## src/rtl/fpr_pkg.sv

```systemverilog
// shared types and constants of the fifo page replacement unit
package fpr_pkg;

  // fixed widths of the transaction fields
  localparam int unsigned PAGE_W  = 16;
  localparam int unsigned SLOT_W  = 3;
  localparam int unsigned CNT_W   = 32;
  localparam int unsigned FCFG_W  = 4;

  // frame count after reset
  localparam logic [FCFG_W-1:0] FRAME_COUNT_RST = 4'd8;

  // control flags that travel with a lookup token along the cell row
  typedef struct packed {
    logic vld;
    logic hit;
  } fpr_flags_t;

  // one finished result
  typedef struct packed {
    logic              hit;
    logic              ev_valid;
    logic [PAGE_W-1:0] ev_page;
    logic [SLOT_W-1:0] slot;
    logic [CNT_W-1:0]  fault_count;
    logic [CNT_W-1:0]  hit_count;
  } fpr_result_t;

endpackage

```

## src/rtl/fpr_req_if.sv

```systemverilog
// page reference channel: valid, ready and the page number
interface fpr_req_if import fpr_pkg::*; ();
  logic              valid;
  logic              ready;
  logic [PAGE_W-1:0] page;

  modport source (output valid, output page, input ready);
  modport sink   (input valid, input page, output ready);
endinterface

```

## src/rtl/fpr_rsp_if.sv

```systemverilog
// result channel: valid, ready and the lookup result fields
interface fpr_rsp_if import fpr_pkg::*; ();
  logic              valid;
  logic              ready;
  logic              hit;
  logic              evicted_valid;
  logic [PAGE_W-1:0] evicted_page;
  logic [SLOT_W-1:0] slot;
  logic [CNT_W-1:0]  fault_count;
  logic [CNT_W-1:0]  hit_count;

  modport source (output valid, output hit, output evicted_valid, output evicted_page,
                  output slot, output fault_count, output hit_count, input ready);
  modport sink   (input valid, input hit, input evicted_valid, input evicted_page,
                  input slot, input fault_count, input hit_count, output ready);
endinterface

```

## src/rtl/fifo_page_replacement.sv

```systemverilog
// fifo page replacement unit: top level with the cell row and result buffering
// a page reference walks the row of FRAMES cells, one cell a cycle; when it leaves the row
//   its result is registered in the output buffer
// one transaction at a time: the next is taken only once the last has left the cell row
// a finished result waits in a two-entry output buffer while the next lookup runs
// reset: table empty, fill level and oldest slot zero, counts zero, frame count 8
module fifo_page_replacement import fpr_pkg::*; #(
  parameter int unsigned FRAMES    = 8,
  parameter int unsigned PAGE_BITS = 16
) (
  input  logic              clk_i,
  input  logic              rst_ni,
  fpr_req_if.sink           req,
  fpr_rsp_if.source         rsp,
  input  logic              cfg_we_i,
  input  logic [FCFG_W-1:0] cfg_wdata_i
);

  localparam int unsigned PW = (PAGE_BITS < PAGE_W) ? PAGE_BITS : PAGE_W;
  localparam int unsigned IW = (FRAMES > 1) ? $clog2(FRAMES) : 1;
  localparam int unsigned FW = $clog2(FRAMES + 1);

  logic [FCFG_W-1:0] frame_count_q;
  logic [FW-1:0]     fill_q;
  logic [IW-1:0]     oldest_q;
  logic [CNT_W-1:0]  faults_q;
  logic [CNT_W-1:0]  hits_q;
  logic              busy_q;
  logic              out_vld_q;
  logic              pend_vld_q;
  fpr_result_t       out_q;
  fpr_result_t       pend_q;

  logic [FW-1:0] frames;
  logic          full;
  logic          accept;

  // token row, index k is the input of cell k
  fpr_flags_t    fl   [FRAMES+1];
  logic [PW-1:0] pg   [FRAMES+1];
  logic [FW-1:0] fil  [FRAMES+1];
  logic [IW-1:0] vic  [FRAMES+1];
  logic [IW-1:0] hsl  [FRAMES+1];
  logic [PW-1:0] evp  [FRAMES+1];

  logic          exit_vld;
  logic          exit_hit;
  logic          evict;
  logic          wr_en;
  logic [FW-1:0] oldest_inc;
  logic [CNT_W-1:0] faults_nx;
  logic [CNT_W-1:0] hits_nx;
  fpr_result_t   res;
  logic          out_free;

  // active frames: zero acts as one, above FRAMES acts as FRAMES
  always_comb begin
    if (frame_count_q == '0) begin
      frames = FW'(1);
    end else if (int'(frame_count_q) > int'(FRAMES)) begin
      frames = FW'(FRAMES);
    end else begin
      frames = FW'(frame_count_q);
    end
  end

  assign full      = (fill_q >= frames);
  assign req.ready = !busy_q && !pend_vld_q;
  assign accept    = req.valid && req.ready;

  // token injection at the head of the row
  assign fl[0].vld = accept;
  assign fl[0].hit = 1'b0;
  assign pg[0]     = PW'(req.page);
  assign fil[0]    = fill_q;
  assign vic[0]    = full ? oldest_q : IW'(fill_q);
  assign hsl[0]    = '0;
  assign evp[0]    = '0;

  // row of frame cells
  for (genvar k = 0; k < FRAMES; k++) begin : g_cell
    fpr_cell #(
      .PW  (PW),
      .IW  (IW),
      .FW  (FW),
      .IDX (k)
    ) u_cell (
      .clk_i      (clk_i),
      .rst_ni     (rst_ni),
      .flags_i    (fl[k]),
      .page_i     (pg[k]),
      .fill_i     (fil[k]),
      .victim_i   (vic[k]),
      .hit_slot_i (hsl[k]),
      .ev_page_i  (evp[k]),
      .flags_o    (fl[k+1]),
      .page_o     (pg[k+1]),
      .fill_o     (fil[k+1]),
      .victim_o   (vic[k+1]),
      .hit_slot_o (hsl[k+1]),
      .ev_page_o  (evp[k+1]),
      .wr_en_i    (wr_en),
      .wr_slot_i  (vic[FRAMES]),
      .wr_page_i  (pg[FRAMES])
    );
  end

  // result of the token leaving the row
  assign exit_vld   = fl[FRAMES].vld;
  assign exit_hit   = fl[FRAMES].hit;
  assign evict      = !exit_hit && (fil[FRAMES] >= frames);
  assign wr_en      = exit_vld && !exit_hit;
  assign oldest_inc = FW'(vic[FRAMES]) + FW'(1);
  assign faults_nx  = (!exit_hit && (faults_q != '1)) ? faults_q + CNT_W'(1) : faults_q;
  assign hits_nx    = (exit_hit && (hits_q != '1)) ? hits_q + CNT_W'(1) : hits_q;

  always_comb begin
    res.hit         = exit_hit;
    res.ev_valid    = evict;
    res.ev_page     = evict ? PAGE_W'(evp[FRAMES]) : '0;
    res.slot        = exit_hit ? SLOT_W'(hsl[FRAMES]) : SLOT_W'(vic[FRAMES]);
    res.fault_count = faults_nx;
    res.hit_count   = hits_nx;
  end

  // table state, counters and configuration
  always_ff @(posedge clk_i or negedge rst_ni) begin
    if (!rst_ni) begin
      frame_count_q <= FRAME_COUNT_RST;
      fill_q        <= '0;
      oldest_q      <= '0;
      faults_q      <= '0;
      hits_q        <= '0;
      busy_q        <= 1'b0;
    end else begin
      if (accept) begin
        busy_q <= 1'b1;
      end else if (exit_vld) begin
        busy_q <= 1'b0;
      end
      if (exit_vld) begin
        faults_q <= faults_nx;
        hits_q   <= hits_nx;
        if (!exit_hit) begin
          if (evict) begin
            oldest_q <= (oldest_inc == frames) ? '0 : IW'(oldest_inc);
          end else begin
            fill_q <= fill_q + FW'(1);
          end
        end
      end
      if (cfg_we_i) begin
        frame_count_q <= cfg_wdata_i;
        fill_q        <= '0;
        oldest_q      <= '0;
      end
    end
  end

  assign out_free = !out_vld_q || rsp.ready;

  // output buffer valid flags
  always_ff @(posedge clk_i or negedge rst_ni) begin
    if (!rst_ni) begin
      out_vld_q  <= 1'b0;
      pend_vld_q <= 1'b0;
    end else begin
      if (exit_vld) begin
        if (out_free) begin
          out_vld_q <= 1'b1;
        end else begin
          pend_vld_q <= 1'b1;
        end
      end else if (pend_vld_q && out_free) begin
        out_vld_q  <= 1'b1;
        pend_vld_q <= 1'b0;
      end else if (out_vld_q && rsp.ready) begin
        out_vld_q <= 1'b0;
      end
    end
  end

  // output buffer payload
  always_ff @(posedge clk_i) begin
    if (exit_vld) begin
      if (out_free) begin
        out_q <= res;
      end else begin
        pend_q <= res;
      end
    end else if (pend_vld_q && out_free) begin
      out_q <= pend_q;
    end
  end

  assign rsp.valid         = out_vld_q;
  assign rsp.hit           = out_q.hit;
  assign rsp.evicted_valid = out_q.ev_valid;
  assign rsp.evicted_page  = out_q.ev_page;
  assign rsp.slot          = out_q.slot;
  assign rsp.fault_count   = out_q.fault_count;
  assign rsp.hit_count     = out_q.hit_count;

endmodule

```

## src/rtl/fpr_cell.sv

```systemverilog
// one frame cell: holds a resident page, checks the passing token, hands it on
module fpr_cell import fpr_pkg::*; #(
  parameter int unsigned PW  = 16,
  parameter int unsigned IW  = 3,
  parameter int unsigned FW  = 4,
  parameter int unsigned IDX = 0
) (
  input  logic          clk_i,
  input  logic          rst_ni,
  input  fpr_flags_t    flags_i,
  input  logic [PW-1:0] page_i,
  input  logic [FW-1:0] fill_i,
  input  logic [IW-1:0] victim_i,
  input  logic [IW-1:0] hit_slot_i,
  input  logic [PW-1:0] ev_page_i,
  output fpr_flags_t    flags_o,
  output logic [PW-1:0] page_o,
  output logic [FW-1:0] fill_o,
  output logic [IW-1:0] victim_o,
  output logic [IW-1:0] hit_slot_o,
  output logic [PW-1:0] ev_page_o,
  input  logic          wr_en_i,
  input  logic [IW-1:0] wr_slot_i,
  input  logic [PW-1:0] wr_page_i
);

  localparam logic [IW-1:0] MY_SLOT = IW'(IDX);
  localparam logic [FW-1:0] MY_POS  = FW'(IDX);

  logic [PW-1:0] entry_q;
  fpr_flags_t    flags_q;
  logic [PW-1:0] page_q;
  logic [FW-1:0] fill_q;
  logic [IW-1:0] victim_q;
  logic [IW-1:0] hit_slot_q;
  logic [PW-1:0] ev_page_q;
  logic          match;

  // entry is resident only below the fill level
  assign match = (fill_i > MY_POS) && (entry_q == page_i);

  // token flags
  always_ff @(posedge clk_i or negedge rst_ni) begin
    if (!rst_ni) begin
      flags_q <= '0;
    end else begin
      flags_q.vld <= flags_i.vld;
      flags_q.hit <= flags_i.hit | match;
    end
  end

  // token payload, picks up hit slot and victim page on the way
  always_ff @(posedge clk_i) begin
    page_q     <= page_i;
    fill_q     <= fill_i;
    victim_q   <= victim_i;
    hit_slot_q <= match ? MY_SLOT : hit_slot_i;
    ev_page_q  <= (victim_i == MY_SLOT) ? entry_q : ev_page_i;
  end

  // resident page store, written back after a fault
  always_ff @(posedge clk_i) begin
    if (wr_en_i && (wr_slot_i == MY_SLOT)) begin
      entry_q <= wr_page_i;
    end
  end

  assign flags_o    = flags_q;
  assign page_o     = page_q;
  assign fill_o     = fill_q;
  assign victim_o   = victim_q;
  assign hit_slot_o = hit_slot_q;
  assign ev_page_o  = ev_page_q;

endmodule

```

## src/flat_wrapper.sv

```systemverilog
// flat-port wrapper written by rule: the top's interface ports become plain ports
module fifo_page_replacement_flat import fpr_pkg::*;
#(
  parameter int unsigned FRAMES    = 8,
  parameter int unsigned PAGE_BITS = 16
)
  (clk_i, rst_ni, cfg_we_i, cfg_wdata_i, req_valid, req_page, req_ready, rsp_valid, rsp_hit, rsp_evicted_valid, rsp_evicted_page, rsp_slot, rsp_fault_count, rsp_hit_count, rsp_ready);
  fpr_req_if req_i ();
  fpr_rsp_if rsp_i ();
  input  logic clk_i;
  input  logic rst_ni;
  input  logic cfg_we_i;
  input  logic [FCFG_W-1:0] cfg_wdata_i;
  input wire logic [$bits(req_i.valid)-1:0] req_valid;
  input wire logic [$bits(req_i.page)-1:0] req_page;
  output wire logic [$bits(req_i.ready)-1:0] req_ready;
  output wire logic [$bits(rsp_i.valid)-1:0] rsp_valid;
  output wire logic [$bits(rsp_i.hit)-1:0] rsp_hit;
  output wire logic [$bits(rsp_i.evicted_valid)-1:0] rsp_evicted_valid;
  output wire logic [$bits(rsp_i.evicted_page)-1:0] rsp_evicted_page;
  output wire logic [$bits(rsp_i.slot)-1:0] rsp_slot;
  output wire logic [$bits(rsp_i.fault_count)-1:0] rsp_fault_count;
  output wire logic [$bits(rsp_i.hit_count)-1:0] rsp_hit_count;
  input wire logic [$bits(rsp_i.ready)-1:0] rsp_ready;
  assign req_i.valid = req_valid;
  assign req_i.page = req_page;
  assign req_ready = req_i.ready;
  assign rsp_valid = rsp_i.valid;
  assign rsp_hit = rsp_i.hit;
  assign rsp_evicted_valid = rsp_i.evicted_valid;
  assign rsp_evicted_page = rsp_i.evicted_page;
  assign rsp_slot = rsp_i.slot;
  assign rsp_fault_count = rsp_i.fault_count;
  assign rsp_hit_count = rsp_i.hit_count;
  assign rsp_i.ready = rsp_ready;
  fifo_page_replacement #(.FRAMES(FRAMES), .PAGE_BITS(PAGE_BITS)) u_core (.clk_i(clk_i), .rst_ni(rst_ni), .req(req_i), .rsp(rsp_i), .cfg_we_i(cfg_we_i), .cfg_wdata_i(cfg_wdata_i));
endmodule
```

## config.mk

```make
export PLATFORM = sky130hd
export DESIGN_NAME = fifo_page_replacement_flat
export DESIGN_NICKNAME = d
export VERILOG_FILES = /design/src/rtl/fpr_pkg.sv /design/src/rtl/fpr_req_if.sv /design/src/rtl/fpr_rsp_if.sv /design/src/rtl/fifo_page_replacement.sv /design/src/rtl/fpr_cell.sv /design/src/flat_wrapper.sv
export SDC_FILE = /design/constraint.sdc
export NUM_CORES = 1
export LEC_CHECK = 0
export BUFFER_PORTS_ARGS = -buffer_cell sky130_fd_sc_hd__buf_2
export CAP_MARGIN = 15
export CORE_MARGIN = 3
export CORE_UTILIZATION = 45
export CTS_CLUSTER_DIAMETER = 80
export DETAILED_ROUTE_END_ITERATION = 12
export GPL_TIMING_DRIVEN = 0
export PLACE_DENSITY_LB_ADDON = 0.2
export SYNTH_ARGS = -nofsm -noshare
export SYNTH_HDL_FRONTEND = slang
export SYNTH_SLANG_ARGS = --single-unit
```

## constraint.sdc

```tcl
create_clock -name clk_i -period 7.2 [get_ports clk_i]
set_input_delay 1.44 -clock clk_i [delete_from_list [all_inputs] [get_ports clk_i]]
set_output_delay 1.44 -clock clk_i [all_outputs]
set_load 0.03 [all_outputs]
```

=== After elaboration in Yosys (flattened, before gate mapping) ===
Cells that the tools add are included.

* Flip-flop bits (word level): 721
* Input port bits: 25
* Output and inout bits: 87
* Logic and storage cells: 213

* Add/sub/neg operators: 4
* Order comparisons: 11
* Equality and inequality tests: 29
* Mux-type cells: 35
* Bitwise gates (word level): 8
* Reductions and logical operators: 43

{| class="wikitable"
|+ Operator list
! cell !! number
|-
| 85-bit 2-to-1 mux || 3
|-
| 16-bit == test || 8
|-
| 16-bit 2-to-1 mux || 8
|-
| 32-bit by 1-bit adder with 32-bit output (second input constant) || 2
|-
| 32-bit 2-to-1 mux || 2
|-
| 32-bit != test (second input constant) || 2
|-
| 3-bit == test (second input constant) || 8
|-
| 1-bit logical AND || 24
|-
| 4-bit 2-to-1 mux || 6
|-
| 3-bit 2-to-1 mux || 7
|-
| 4-bit by 3-bit greater-than comparator with 1-bit output (second input constant) || 4
|-
| 3-bit by 2-bit == test with 1-bit output (second input constant) || 4
|-
| 1-bit 2-to-1 mux || 9
|-
| 4-bit greater-or-equal comparator || 2
|-
| 4-bit by 1-bit greater-than comparator with 1-bit output (second input constant) || 2
|-
| 4-bit by 2-bit greater-than comparator with 1-bit output (second input constant) || 2
|-
| 2-bit AND reduction || 4
|-
| 2-bit nonzero test || 4
|-
| 1-bit bitwise OR || 7
|-
| 3-bit by 1-bit == test with 1-bit output (second input constant) || 2
|-
| 3-bit zero test || 2
|-
| 2-bit != test (second input constant) || 3
|-
| 3-bit AND reduction || 2
|-
| 3-bit by 1-bit adder with 4-bit output (second input constant) || 1
|-
| 9 further kinds || 12
|}

=== Depth between registers and ports, before layout ===
Gate-level depths: netlist (run 1).

* Depth after elaboration: 9
* Depth in mapped cells: 10
* Gate-level depth less buffers: 9

=== By module ===
A second synthesis (run 1) with hierarchy kept.

* Cells, all modules: 1,862
* Area, all modules: 26,409.1 um2

{| class="wikitable"
|+ By module, submodules not included
! module !! instances !! cells an instance !! area an instance (um2) !! sequential area each (um2)
|-
| fifo_page_replacement || 1 || 1,016 || 12,045.3 || 7,058.0
|-
| fpr_cell (u_core.g_cell[1].u_cell) || 1 || 105 || 1,805.5 || 1,371.3
|-
| fpr_cell (u_core.g_cell[2].u_cell) || 1 || 106 || 1,803.0 || 1,371.3
|-
| fpr_cell (u_core.g_cell[4].u_cell) || 1 || 107 || 1,803.0 || 1,371.3
|-
| fpr_cell (u_core.g_cell[0].u_cell) || 1 || 106 || 1,800.5 || 1,371.3
|-
| fpr_cell (u_core.g_cell[6].u_cell) || 1 || 106 || 1,795.5 || 1,371.3
|-
| fpr_cell (u_core.g_cell[5].u_cell) || 1 || 106 || 1,793.0 || 1,371.3
|-
| fpr_cell (u_core.g_cell[3].u_cell) || 1 || 105 || 1,784.2 || 1,371.3
|-
| fpr_cell (u_core.g_cell[7].u_cell) || 1 || 105 || 1,779.2 || 1,371.3
|}

=== Least setup slack after synthesis (run 1) ===
OpenSTA, ideal clock, no wires.

* Path kind: input -> register
* Start point: input rsp_ready
* End point: register u_core.out_q (netlist bit u_core.rsp.evicted_page[0]) (enable)
* Library setup time: 529 ps
* Arrival: 5,060 ps
* Required time: 6,671 ps
* Path slack: 1,611 ps
* Stages: 2
* Buffers on the path: 0
* Cells stage by stage: nor2b_1 nor2_1

* Longest elaborated chain between the ends: 4
* Elaborated cells on any way between the ends: 5
* Those cells by class: eq/ne (1); reduce/logical (4)

{| class="wikitable"
|+ Ends and longest elaborated chain
! element !! line !! RTL
|-
| start: declaration || flat_wrapper.sv:24 || <nowiki>input wire logic [$bits(rsp_i.ready)-1:0] rsp_ready;</nowiki>
|-
| 1-bit logical OR * || fifo_page_replacement.sv:160 || <nowiki>assign out_free = !out_vld_q || rsp.ready;</nowiki>
|-
| 1-bit logical AND || fifo_page_replacement.sv:191 || <nowiki>end else if (pend_vld_q && out_free) begin</nowiki>
|-
| 2-bit nonzero test (no line) || -- ||
|-
| 2-bit AND reduction (no line) * || -- ||
|-
| end signal: assignment || fifo_page_replacement.sv:187 || <nowiki>out_q <= res;</nowiki>
|-
| end signal: assignment || fifo_page_replacement.sv:192 || <nowiki>out_q <= pend_q;</nowiki>
|-
| end: declaration || fifo_page_replacement.sv:31 || <nowiki>fpr_result_t out_q;</nowiki>
|}

Every way passes the cells marked *; elsewhere a longest branch is shown, timed or not.
A chain may end at the register's enable or synchronous reset.

=== Worst setup path after layout (run 1) ===
* Start point: register u_core.g_cell[7].u_cell.flags_q (netlist bit u_core.g_cell[7].u_cell.flags_o[1])
* End point: register u_core.g_cell[2].u_cell.entry_q[5] (enable)

* Longest elaborated chain between the ends: 2

{| class="wikitable"
|+ Ends and longest elaborated chain
! element !! line !! RTL
|-
| start: declaration || fpr_cell.sv:31 || <nowiki>fpr_flags_t flags_q;</nowiki>
|-
| 1-bit logical AND || fifo_page_replacement.sv:112 || <nowiki>assign wr_en = exit_vld && !exit_hit;</nowiki>
|-
| 1-bit logical AND || fpr_cell.sv:63 || <nowiki>if (wr_en_i && (wr_slot_i == MY_SLOT)) begin</nowiki>
|-
| end signal: assignment || fpr_cell.sv:64 || <nowiki>entry_q <= wr_page_i;</nowiki>
|-
| end: declaration || fpr_cell.sv:30 || <nowiki>logic [PW-1:0] entry_q;</nowiki>
|}

Every way passes these cells.

==> run_results.csv, run 1 <==
group,metric,value,unit
synth,synth_edf_count,298,
route,drc,0,
timing,worstMarginPinSlew,0.970,ns
placed_design,io_buffers,111,
worst_setup_path,end_kind,"register",
power_and_ir_drop,pwr-share-clk,35.5,%
cts,cts.sinks,721,
timing,timing.fmax,268,MHz
global_routing,grt_pass1_vias,14000,
final_layout,multi_input_area,7140,µm²
floorplanning,rows,86,
worst_setup_path,r2r_start,"u_core.g_cell[7].u_cell.flags_o[1]",
floorplanning,die_x,243,µm
final_layout,n_fill_cell,4689,
worst_setup_path,required,7.51,ns
min_path,worstHoldStart,"u_core.g_cell[6].u_cell.fill_o[1]",
route,wl_per_cell,18.5,µm
cts,clk_latency,0.60,ns
floorplanning,die-area,58900,µm²
power_and_ir_drop,power,10.4,mW
floorplanning,io_pins,112,
worst_setup_path,cp_slowest_cell,"clkbuf_1",
final_layout,antenna_cells,0,
floorplanning,core,55300,µm²
route,antenna_left,0,
cts,clk_pin_slew,0.06,ns
synth,yosysUniqueCellTypes,50,
cts,clock-root-buffer,"clkbuf_16",
timing,skew,0.0159,ns
power_and_ir_drop,vdd_drop_max,0.205,mV
power_and_ir_drop,switching_share,25.2,%
floorplanning,start_util,45.6,%
cts,cts_resized,0,
synth,ys_seq_elements,721,
worst_setup_path,crit_top_cell,"clkbuf_1",
synth,syn-cell-area,25200,µm²
timing,final_max_slew_viol_count,0,
final_layout,drive_above_1_share,23.8,%
cts,numCtsBuffers,73,
route,vias,13200,
global_routing,grt_pass1_wl,79000,µm
min_path,hold_path_class,"register to register",
global_routing,grt-ovfl-total,0,
worst_setup_path,slowest_delay,0.79,ns
floorplanning,die_y,243,µm
power_and_ir_drop,p_leak,11.3,nW
worst_setup_path,cp_max_fo,11,
synth,synth_area_per_cell,14.8,µm²
synth,syn_inst,1699,
synth,ys.warnings.count,0,
flow_run,maxCapViolCount,0,
final_layout,num-nets-final,1939,
timing,finalHoldViolCount,0,
final_layout,area_growth,16.2,%
synth,async_flop_share,13.0,%
worst_setup_path,start_kind,"register",
power_and_ir_drop,sequentialPowerShare,50.4,%
synth,ys.flop_type,"dfxtp_1",
placed_design,gp_congestion,0.828,
synth,synth.area.top_cells,"edfxtp_1, dfxtp_1, dfrtp_1",
cts,clk_path_buf_depth,3,
timing,setup-violations-final,0,
power_and_ir_drop,netSwitchingPower,2.61,mW
cts,htreeDepth,3,
route,drt-total-wl,50000,µm
synth,synth_top_cell_area_share,35.5,%
run_status,status,"complete, no violations",
worst_setup_path,critPathLaunch,"u_core.g_cell[7].u_cell.flags_o[1]",
worst_setup_path,worstPathArrival,4.03,ns
timing,period_minus_slack,3.72,ns
worst_setup_path,worstSetupPathType,"register to register",
route,drt-vias-per-instance,4.89,
power_and_ir_drop,p_comb_share,14.1,%
cts,cts_hold_buf,0,
timing,max_slew_margin,35.0,%
global_routing,grt_max_degree,67,
final_layout,seq_area,17900,µm²
timing,fin_setup_tns,0,ns
final_layout,fin_util,53.0,%
cts,post-cts-setup-buffers,0,
timing,grt_setup_unrepaired,"no",
power_and_ir_drop,intPower,7.76,mW
cts,cts_tree,"built",
global_routing,grtUsageTotal,17.2,%
synth,synth-seq-area-share,70.9,%
global_routing,antenna_found_initial,2,
synth,synth.largest_area_cell,"edfxtp_1",
route,drt_iter0_drc,713,
synth,synth_fp_nets,1742,
route,drtPass1Iterations,4,
timing,timing.final.crit_share,51.7,%
power_and_ir_drop,pwr_density_cell,354,nW/µm²
placed_design,dpl.hpwl,35800,µm
worst_setup_path,worstPathCellList,"clkbuf_1 -> clkbuf_1 -> clkbuf_1 -> nand2_1 -> nor3_2 -> buf_6",
## state kept, by name, summed over array words and instances (netlist names)
signal / count
u_core.busy_q: 1
u_core.faults_q: 32
u_core.fill_q: 4
u_core.frame_count_q: 4
u_core.g_cell.u_cell.entry_q: 128
u_core.g_cell.u_cell.ev_page_o: 128
u_core.g_cell.u_cell.fill_o: 32
u_core.g_cell.u_cell.flags_o: 16
u_core.g_cell.u_cell.hit_slot_o: 17
u_core.g_cell.u_cell.page_o: 128
u_core.g_cell.u_cell.victim_o: 24
u_core.hits_q: 32
u_core.oldest_q: 3
u_core.pend_q: 85
u_core.pend_vld_q: 1
u_core.rsp.evicted_page: 16
u_core.rsp.evicted_valid: 1
u_core.rsp.fault_count: 32
u_core.rsp.hit: 1
u_core.rsp.hit_count: 32
u_core.rsp.slot: 3
u_core.rsp.valid: 1
## power by group through the flow
stage / sequential (mW) / combinational (mW) / clock [mW]
4_1_cts: 5.25 / 1.50 / 3.79
6_report: 5.23 / 1.47 / 3.68
3_3_place_gp: 5.35 / 1.44 / 0
2_1_floorplan: 5.55 / 0.758 / 0
5_1_grt: 5.30 / 1.60 / 3.95
3_5_place_dp: 5.33 / 1.49 / 0
## placed cells by master (no fill, tap or decap), drive strengths merged, types with 39 or more instances in the layout
cell,Yosys,layout
and2,46,46
buf,9,130
clkbuf,31,143
dfrtp,93,93
dfxtp,329,329
edfxtp,298,298
mux2,196,196
nand2,81,81
nand3,39,39
nor2,80,80
xnor2,119,119
xor2,138,138
## synthesized netlist by cell type, drive strengths merged, types with 5 or more instances
cell and instances:
dfrtp 93, nand3 39, inv 18, mux2 196, buf 9, and3 13, xor2 138, clkbuf 31
a21o 5, and2 46, nand2 81, nor3 33, a31oi 7, nand4 38, edfxtp 298, a21oi 8
or2 14, and4 10, xnor2 119, dfxtp 329, nor2 80, or3 5, nor4 27, o21ai 7
nand2b 7, ha 18
## worst max-delay path, delay by kind of cell, from the launching register on
family                 cells  cell delay (ns)
AND/OR/NAND/NOR            2             0.85
flip-flops                 1             0.34
buffers and inverters      4             2.23
## worst paths after layout
path	endpoint	cells after the start	slack, ns
min reg2reg	u_core.g_cell[7].u_cell.fill_o[1]	0	0.33
max reg2reg	u_core.g_cell[2].u_cell.entry_q[5]	6	3.48
min in group asynchronous	u_core.hits_q[20]	1	0.80
min	u_core.g_cell[7].u_cell.fill_o[1]	0	0.33
max in group asynchronous	u_core.frame_count_q[3]	2	5.67
max	u_core.g_cell[2].u_cell.entry_q[5]	6	3.48
## metrics by stage
stage	hold slack (ns)	cell area, µm²	setup WS, ns	cells
6_report	0.326	29300	3.48	2705
5_1_grt	0.333	29300	3.26	2705
4_1_cts	0.327	29300	3.30	2704
3_5_place_dp	0.313	26900	3.31	2568
3_3_place_gp	0.313	26700	-0.435	2558
2_1_floorplan	0.310	25200	1.61	1699
## routing by layer
layer	GRT usage (%)	vias to the layer above	routed length (µm)
met2	28.9	222	24500
met5	0	-	8
li1	-	6390	-
met4	5.50	2	1040
met1	22.8	6544	22600
met3	3.08	74	1910
## cell type report
cell class              instances  area share (%)
plain buffers                  40           0.547
clock buffers                 111            7.36
clock inverters                25           0.756
inverters                      19           0.243
multi-input cells             919            24.4
flip-flops and latches        721            61.0
well taps                     748            3.19
repair buffers                122            2.50
## logic make-up (layout without fill, tap and decap cells)
| logic type | after synthesis | in the layout | share of synthesized area (%) |
|---|---|---|---|
| adders and majority gates | 19 | 19 | 0.933 |
| buffers and inverters | 59 | 317 | 0.918 |
| muxes | 196 | 196 | 8.75 |
| xor gates and xnor gates | 257 | 257 | 8.92 |
| DFF | 721 | 721 | 70.9 |
| AOI/OAI and AO/OA | 40 | 40 | 1.13 |
| and+or+nand+nor | 407 | 407 | 8.41 |
No activity file was read; power rests on OpenSTA's default activity.
==> run 2, diff against run 1 <==
ABC_AREA = 1   (was default)
clock period = 3.8 ns   (was 7.2 ns; I/O delays follow)
==> run 2 against run 1 <==
Highest routed layer is now met4. Sequential share of layout area is 3.8 points lower. Global-route usage is 2.6 points higher. Final cell count is 33% higher.
==> run_results.csv, run 2 <==
group,metric,value,unit
run_status,status,"complete, no violations",
global_routing,grt_pass1_wl,97100,µm
synth,syn-cell-area,26900,µm²
timing,grt_setup_unrepaired,"no",
final_layout,num-nets-final,2804,
timing,timing.final.crit_share,76.3,%
timing,setup-violations-final,0,
worst_setup_path,worstPathCellList,"buf_2 -> nor2_1 -> clkinv_1 -> nor3_2 -> buf_8",
worst_setup_path,slowest_delay,0.81,ns
cts,cts_hold_buf,0,
placed_design,io_buffers,111,
global_routing,grtUsageTotal,19.8,%
route,vias,17300,
synth,yosysMostFrequentCell,"nand2_1",
min_path,hold_path_class,"primary input to asynchronous set/reset pin",
worst_setup_path,worstSetupPathType,"register to register",
synth,synth.area.top_cells,"edfxtp_1, dfxtp_1, nand2_1",
floorplanning,core,58400,µm²
route,wl_per_cell,17.2,µm
timing,worstMarginPinSlew,0.929,ns
timing,final_max_slew_viol_count,0,
placed_design,gp_congestion,0.890,
cts,cts_tree,"built",
route,drt-total-wl,61600,µm
floorplanning,start_util,46.1,%
placed_design,dpl.hpwl,46500,µm
worst_setup_path,cp_max_fo,10,
synth,synth_area_per_cell,10.5,µm²
placed_design,dp.cells,3448,
global_routing,grt_max_degree,63,
final_layout,stdcell_area,31300,µm²
global_routing,grt_pass1_vias,17400,
final_layout,antenna_cells,0,
cts,htreeDepth,3,
worst_setup_path,start_kind,"register",
floorplanning,die-area,62700,µm²
route,drc,0,
cts,clk_latency,0.63,ns
final_layout,area_growth,16.3,%
power_and_ir_drop,pwr_density_cell,558,nW/µm²
final_layout,drive_above_1_share,17.1,%
flow_run,maxCapViolCount,0,
floorplanning,rows,88,
timing,finalHoldViolCount,0,
cts,cts.sinks,721,
synth,yosysUniqueCellTypes,51,
floorplanning,io_pins,112,
placed_design,placed_area,28700,µm²
final_layout,n_fill_cell,5187,
synth,ys_seq_elements,721,
synth,synth-seq-area-share,66.5,%
timing,timing.fmax,345,MHz
floorplanning,die_x,250,µm
synth,synth_edf_count,298,
synth,async_flop_share,13.0,%
cts,clock-root-buffer,"clkbuf_16",
synth,synth_top_cells_by_count,"nand2_1, dfxtp_1, edfxtp_1, inv_1, nor2_1",
cts,clk_pin_slew,0.06,ns
cts,numCtsBuffers,76,
synth,synth_fp_nets,2601,
cts,clk_path_buf_depth,3,
synth,synth.largest_area_cell,"edfxtp_1",
worst_setup_path,end_kind,"register",
route,antenna_left,0,
route,drt_iter0_drc,929,
final_layout,stdcell_count,3589,
synth,synth_top_cell_area_share,33.3,%
route,drtPass1Iterations,6,
timing,period_minus_slack,2.90,ns
cts,cts_resized,0,
synth,ys.flop_type,"dfxtp_1",
final_layout,final_cell_mix,"nand2_1, dfxtp_1, edfxtp_1",
synth,syn_inst,2558,
timing,fin_setup_tns,0,ns
route,drt-vias-per-instance,4.81,
power_and_ir_drop,p_leak,13.4,nW
worst_setup_path,required,4.14,ns
worst_setup_path,cp_slowest_cell,"nor3_2",
timing,skew,0.0299,ns
floorplanning,die_y,250,µm
power_and_ir_drop,vdd_drop_max,0.435,mV
global_routing,grt-ovfl-total,0,
final_layout,final_common_cell,"nand2_1",
worst_setup_path,worstPathArrival,3.23,ns
synth,ys.warnings.count,0,
timing,max_slew_margin,38.0,%
global_routing,antenna_found_initial,0,
cts,post-cts-setup-buffers,0,
run 2: changes by cell type after synthesis, moves of 36 or more:
cell,delta
and2_1,-36
inv_1,+197
mux2_2,-138
nand2_1,+701
nand2_2,+98
nand3_1,+37
nor2_1,+100
o21ai_0,+91
xnor2_1,-72
xor2_1,-93
run 2: where the power goes:
part	internal (mW)	switching (mW)	leakage, nW
combinational	0.426	0.545	5.39
sequential	8.73	0.275	6.74
clock	4.37	3.11	1.24
total	13.5	3.93	13.4
run 2: cells by family (layout without fill, tap and decap cells):
family	count (synthesis)	after routing	synth area share, %
AND/OR/NAND/NOR	1253	1253	20.1
flip-flops	721	721	66.5
buffers and inverters	275	541	4.16
AO/OA/AOI/OAI	141	141	2.94
XOR/XNOR	92	92	3.00
multiplexers	58	58	2.43
adder cells (fa/ha/maj)	18	18	0.838
run 2: path summary, 6_finish.rpt:
check                                              startpoint  cells past startpoint  slack [ns]                                  end
setup / recovery           u_core.g_cell[7].u_cell.flags_o[0]                      5        0.90  u_core.g_cell[1].u_cell.entry_q[12]
hold / removal                                         rst_ni                      1        0.10                  u_core.faults_q[12]
setup reg to reg           u_core.g_cell[7].u_cell.flags_o[0]                      5        0.90  u_core.g_cell[1].u_cell.entry_q[12]
hold reg to reg             u_core.g_cell[6].u_cell.fill_o[0]                      0        0.32    u_core.g_cell[7].u_cell.fill_o[0]
max in group asynchronous                              rst_ni                      2        2.93                    u_core.hits_q[29]
min in group clk_i                                req_page[0]                      1        0.25    u_core.g_cell[0].u_cell.page_o[0]
run 2: final cells by class:
type | instances | area, µm² | area share [%]
sequential | 721 | 17900 | 57.2
tap | 765 | 957 | 3.06
multi-input combinational | 1562 | 7930 | 25.4
buffer | 56 | 293 | 0.936
timing repair buffer | 125 | 802 | 2.56
clock inverter | 43 | 479 | 1.53
clock buffer | 98 | 2100 | 6.71
inverter | 219 | 827 | 2.64
run 2: critical path: cells and delay by family, from the launching register on:
kind / cells / cell delay [ns]
DFF: 1 / 0.37
and+or+nand+nor: 2 / 1.27
buffers and inverters: 3 / 0.96
run 2: per-layer routing:
metal  vias to the layer above  track usage [%]  wire length (µm)
met5                         -                0                 0
met4                         0             5.93              1610
met3                        94             3.29              2130
met2                       300             34.5             30300
met1                      8183             25.5             27500
li1                       8681                -                 -
run 2: metrics by stage:
step	util, %	hold WS [ns]	power (mW)	setup slack [ns]
after floorplan	-	0.310	9.72	0.168
after global placement	48.7	0.313	10.1	-1.30
after detailed placement	49.2	0.312	10.2	0.828
after CTS	53.6	0.0987	17.6	0.827
after global routing	53.6	0.130	18.1	0.676
final	53.6	0.104	17.5	0.901
==> run 3, diff against run 2 <==
clock period = 2.9 ns   (was 3.8 ns; I/O delays follow)
==> run 3 against run 2 <==
Flip-flop and latch count unchanged. First-iteration DRC count up 8.1%. Largest cell class unchanged. Critical endpoint is now u_core.g_cell[3].u_cell.entry_q[13]. Clock power up 30%. Critical path type unchanged. Global-route usage up 0.068 points. Die area unchanged. Total power up 31%. Worst hold slack worse by 0.022 ns.
==> run_results.csv, run 3 (synthesis results as in run 2) <==
group,metric,value,unit
timing,timing.final.crit_share,97.8,%
route,vias,17500,
cts,clk_latency,0.62,ns
timing,timing.fmax,352,MHz
route,drt-vias-per-instance,4.86,
timing,finalHoldViolCount,0,
placed_design,dpl.hpwl,46500,µm
worst_setup_path,r2r_slack,0.06,ns
floorplanning,io_pins,112,
worst_setup_path,start_kind,"register",
final_layout,final_common_cell,"nand2_1",
worst_setup_path,worstPathCellList,"buf_2 -> nor2_1 -> clkinv_1 -> nor2_2",
worst_setup_path,cp_slowest_cell,"nor2_2",
min_path,hold_path_class,"primary input to register",
route,topRoutingLayerUsed,"met4",
worst_setup_path,worstPathArrival,3.06,ns
worst_setup_path,critPathTopFamily,"simple AND/OR/NAND/NOR gates",
power_and_ir_drop,vdd_drop_max,0.589,mV
cts,numCtsBuffers,75,
final_layout,num-nets-final,2804,
floorplanning,die-area,62700,µm²
timing,grt_setup_unrepaired,"yes",
worst_setup_path,critPathLaunch,"u_core.g_cell[7].u_cell.flags_o[0]",
floorplanning,rows,88,
final_layout,drive_above_1_share,17.1,%
global_routing,grt_max_degree,63,
global_routing,grt-ovfl-total,0,
timing,max_slew_margin,36.7,%
route,dr_wl_met3,2580,µm
worst_setup_path,worst-path-buf-inv,2,
floorplanning,die_x,250,µm
worst_setup_path,slowest_delay,0.87,ns
timing,skew,0.0237,ns
power_and_ir_drop,pwr_density_cell,728,nW/µm²
floorplanning,start_util,46.1,%
floorplanning,die_y,250,µm
route,wl_per_cell,17.2,µm
final_layout,area_growth,16.3,%
worst_setup_path,cp.depth,4,
worst_setup_path,r2r_start,"u_core.g_cell[7].u_cell.flags_o[0]",
final_layout,antenna_cells,0,
route,drc,0,
worst_setup_path,worstSetupPathType,"register to register",
route,wl_met1,27300,µm
cts,clock-root-buffer,"clkbuf_16",
cts,cts_tree,"built",
worst_setup_path,rr_worst_depth,4,
global_routing,antenna_found_initial,0,
cts,cts.sinks,721,
placed_design,gp_congestion,0.875,
worst_setup_path,reg2reg_to,"u_core.g_cell[3].u_cell.entry_q[13]",
power_and_ir_drop,p_leak,13.4,nW
global_routing,grt_pass1_vias,17600,
cts,htreeDepth,3,
floorplanning,core,58400,µm²
timing,worstMarginPinSlew,0.949,ns
worst_setup_path,endpoint,"u_core.g_cell[3].u_cell.entry_q[13]",
route,met2WireLength,30500,µm
run_status,status,"complete, no violations",
timing,setup-violations-final,0,
placed_design,io_buffers,111,
timing,period_minus_slack,2.84,ns
worst_setup_path,end_kind,"register",
global_routing,grt_pass1_wl,97800,µm
final_layout,fin_util,53.6,%
timing,final_max_slew_viol_count,0,
route,antenna_left,0,
power_and_ir_drop,power,22.8,mW
flow_run,maxCapViolCount,0,
worst_setup_path,required,3.12,ns
route,drtPass1Iterations,5,
route,drt-total-wl,61700,µm
worst_setup_path,cp_max_fo,16,
cts,clk_path_buf_depth,3,
cts,clk_pin_slew,0.06,ns
global_routing,grtUsageTotal,19.9,%
route,drt_iter0_drc,1004,
final_layout,final_cell_mix,"nand2_1, dfxtp_1, edfxtp_1",
-- run 3: changes by cell type in the layout (fill, tap and decap cells not counted), sizes merged --
cell / change
clkbuf: +16
dlygate4sd3: +1
buf: +1
bufinv: -3
clkinvlp: -4
clkinv: -10
inv: -1
-- run 3: worst min path at each step --
stage                                      start                                 end  depth (start not counted)
3_3_place_gp   u_core.g_cell[6].u_cell.fill_o[0]   u_core.g_cell[7].u_cell.fill_o[0]                          0
5_1_grt                              req_page[0]   u_core.g_cell[0].u_cell.page_o[0]                          1
3_5_place_dp   u_core.g_cell[6].u_cell.fill_o[2]   u_core.g_cell[7].u_cell.fill_o[2]                          0
4_1_cts                             req_page[12]  u_core.g_cell[0].u_cell.page_o[12]                          1
6_report                            req_page[12]  u_core.g_cell[0].u_cell.page_o[12]                          1
2_1_floorplan                             rst_ni                       u_core.busy_q                          0
-- run 3: metrics by stage --
step                setup TNS (ns)  setup WS, ns  hold slack (ns)  instance area [µm²]  std cells
finish                           0        0.0624           0.0820                31300       3589
floorplan                        0         0.312            0.284                26900       2558
global placement           -180.95         -1.34            0.314                28400       3434
detailed placement               0        0.0393            0.312                28700       3449
global route                 -2.07       -0.0981           0.0516                31300       3589
CTS                              0        0.0234           0.0463                31300       3590
-- run 3: worst reg2reg max path, cell delays in order, from the launching register on --
cell	delay, ns
dfrtp_1	0.37
buf_2	0.20
nor2_1	0.46
clkinv_1	0.53
nor2_2	0.87
-- run 3: area by class of cell --
class,count,area (µm²)
clock inverter,25,290
clock buffer,115,2270
multi-input combinational,1562,7940
buffer,55,292
timing repair buffer,127,816
fill,5115,27100
inverter,219,827
sequential,721,17900
tap,765,957
-- run 3: report_power, final --
part           switching [mW]  internal, mW
logic                   0.731         0.561
registers               0.351          11.4
clock network            3.95          5.75
total                    5.04          17.7
-- run 3: timing repair --
action / CTS / global route
resized for setup: 0 / 5
hold buffers: 1 / 0
setup endpoints to repair: 0 / 43
endpoints found under the hold margin: 31 / 0
setup buffers: 0 / 0
-- run 3: metal layers --
metal  track usage, %  up-vias
met2             34.9      340
met3             3.41       94
met1             25.5     8359
met4             5.31        0
li1                 -     8659
met5                0        -
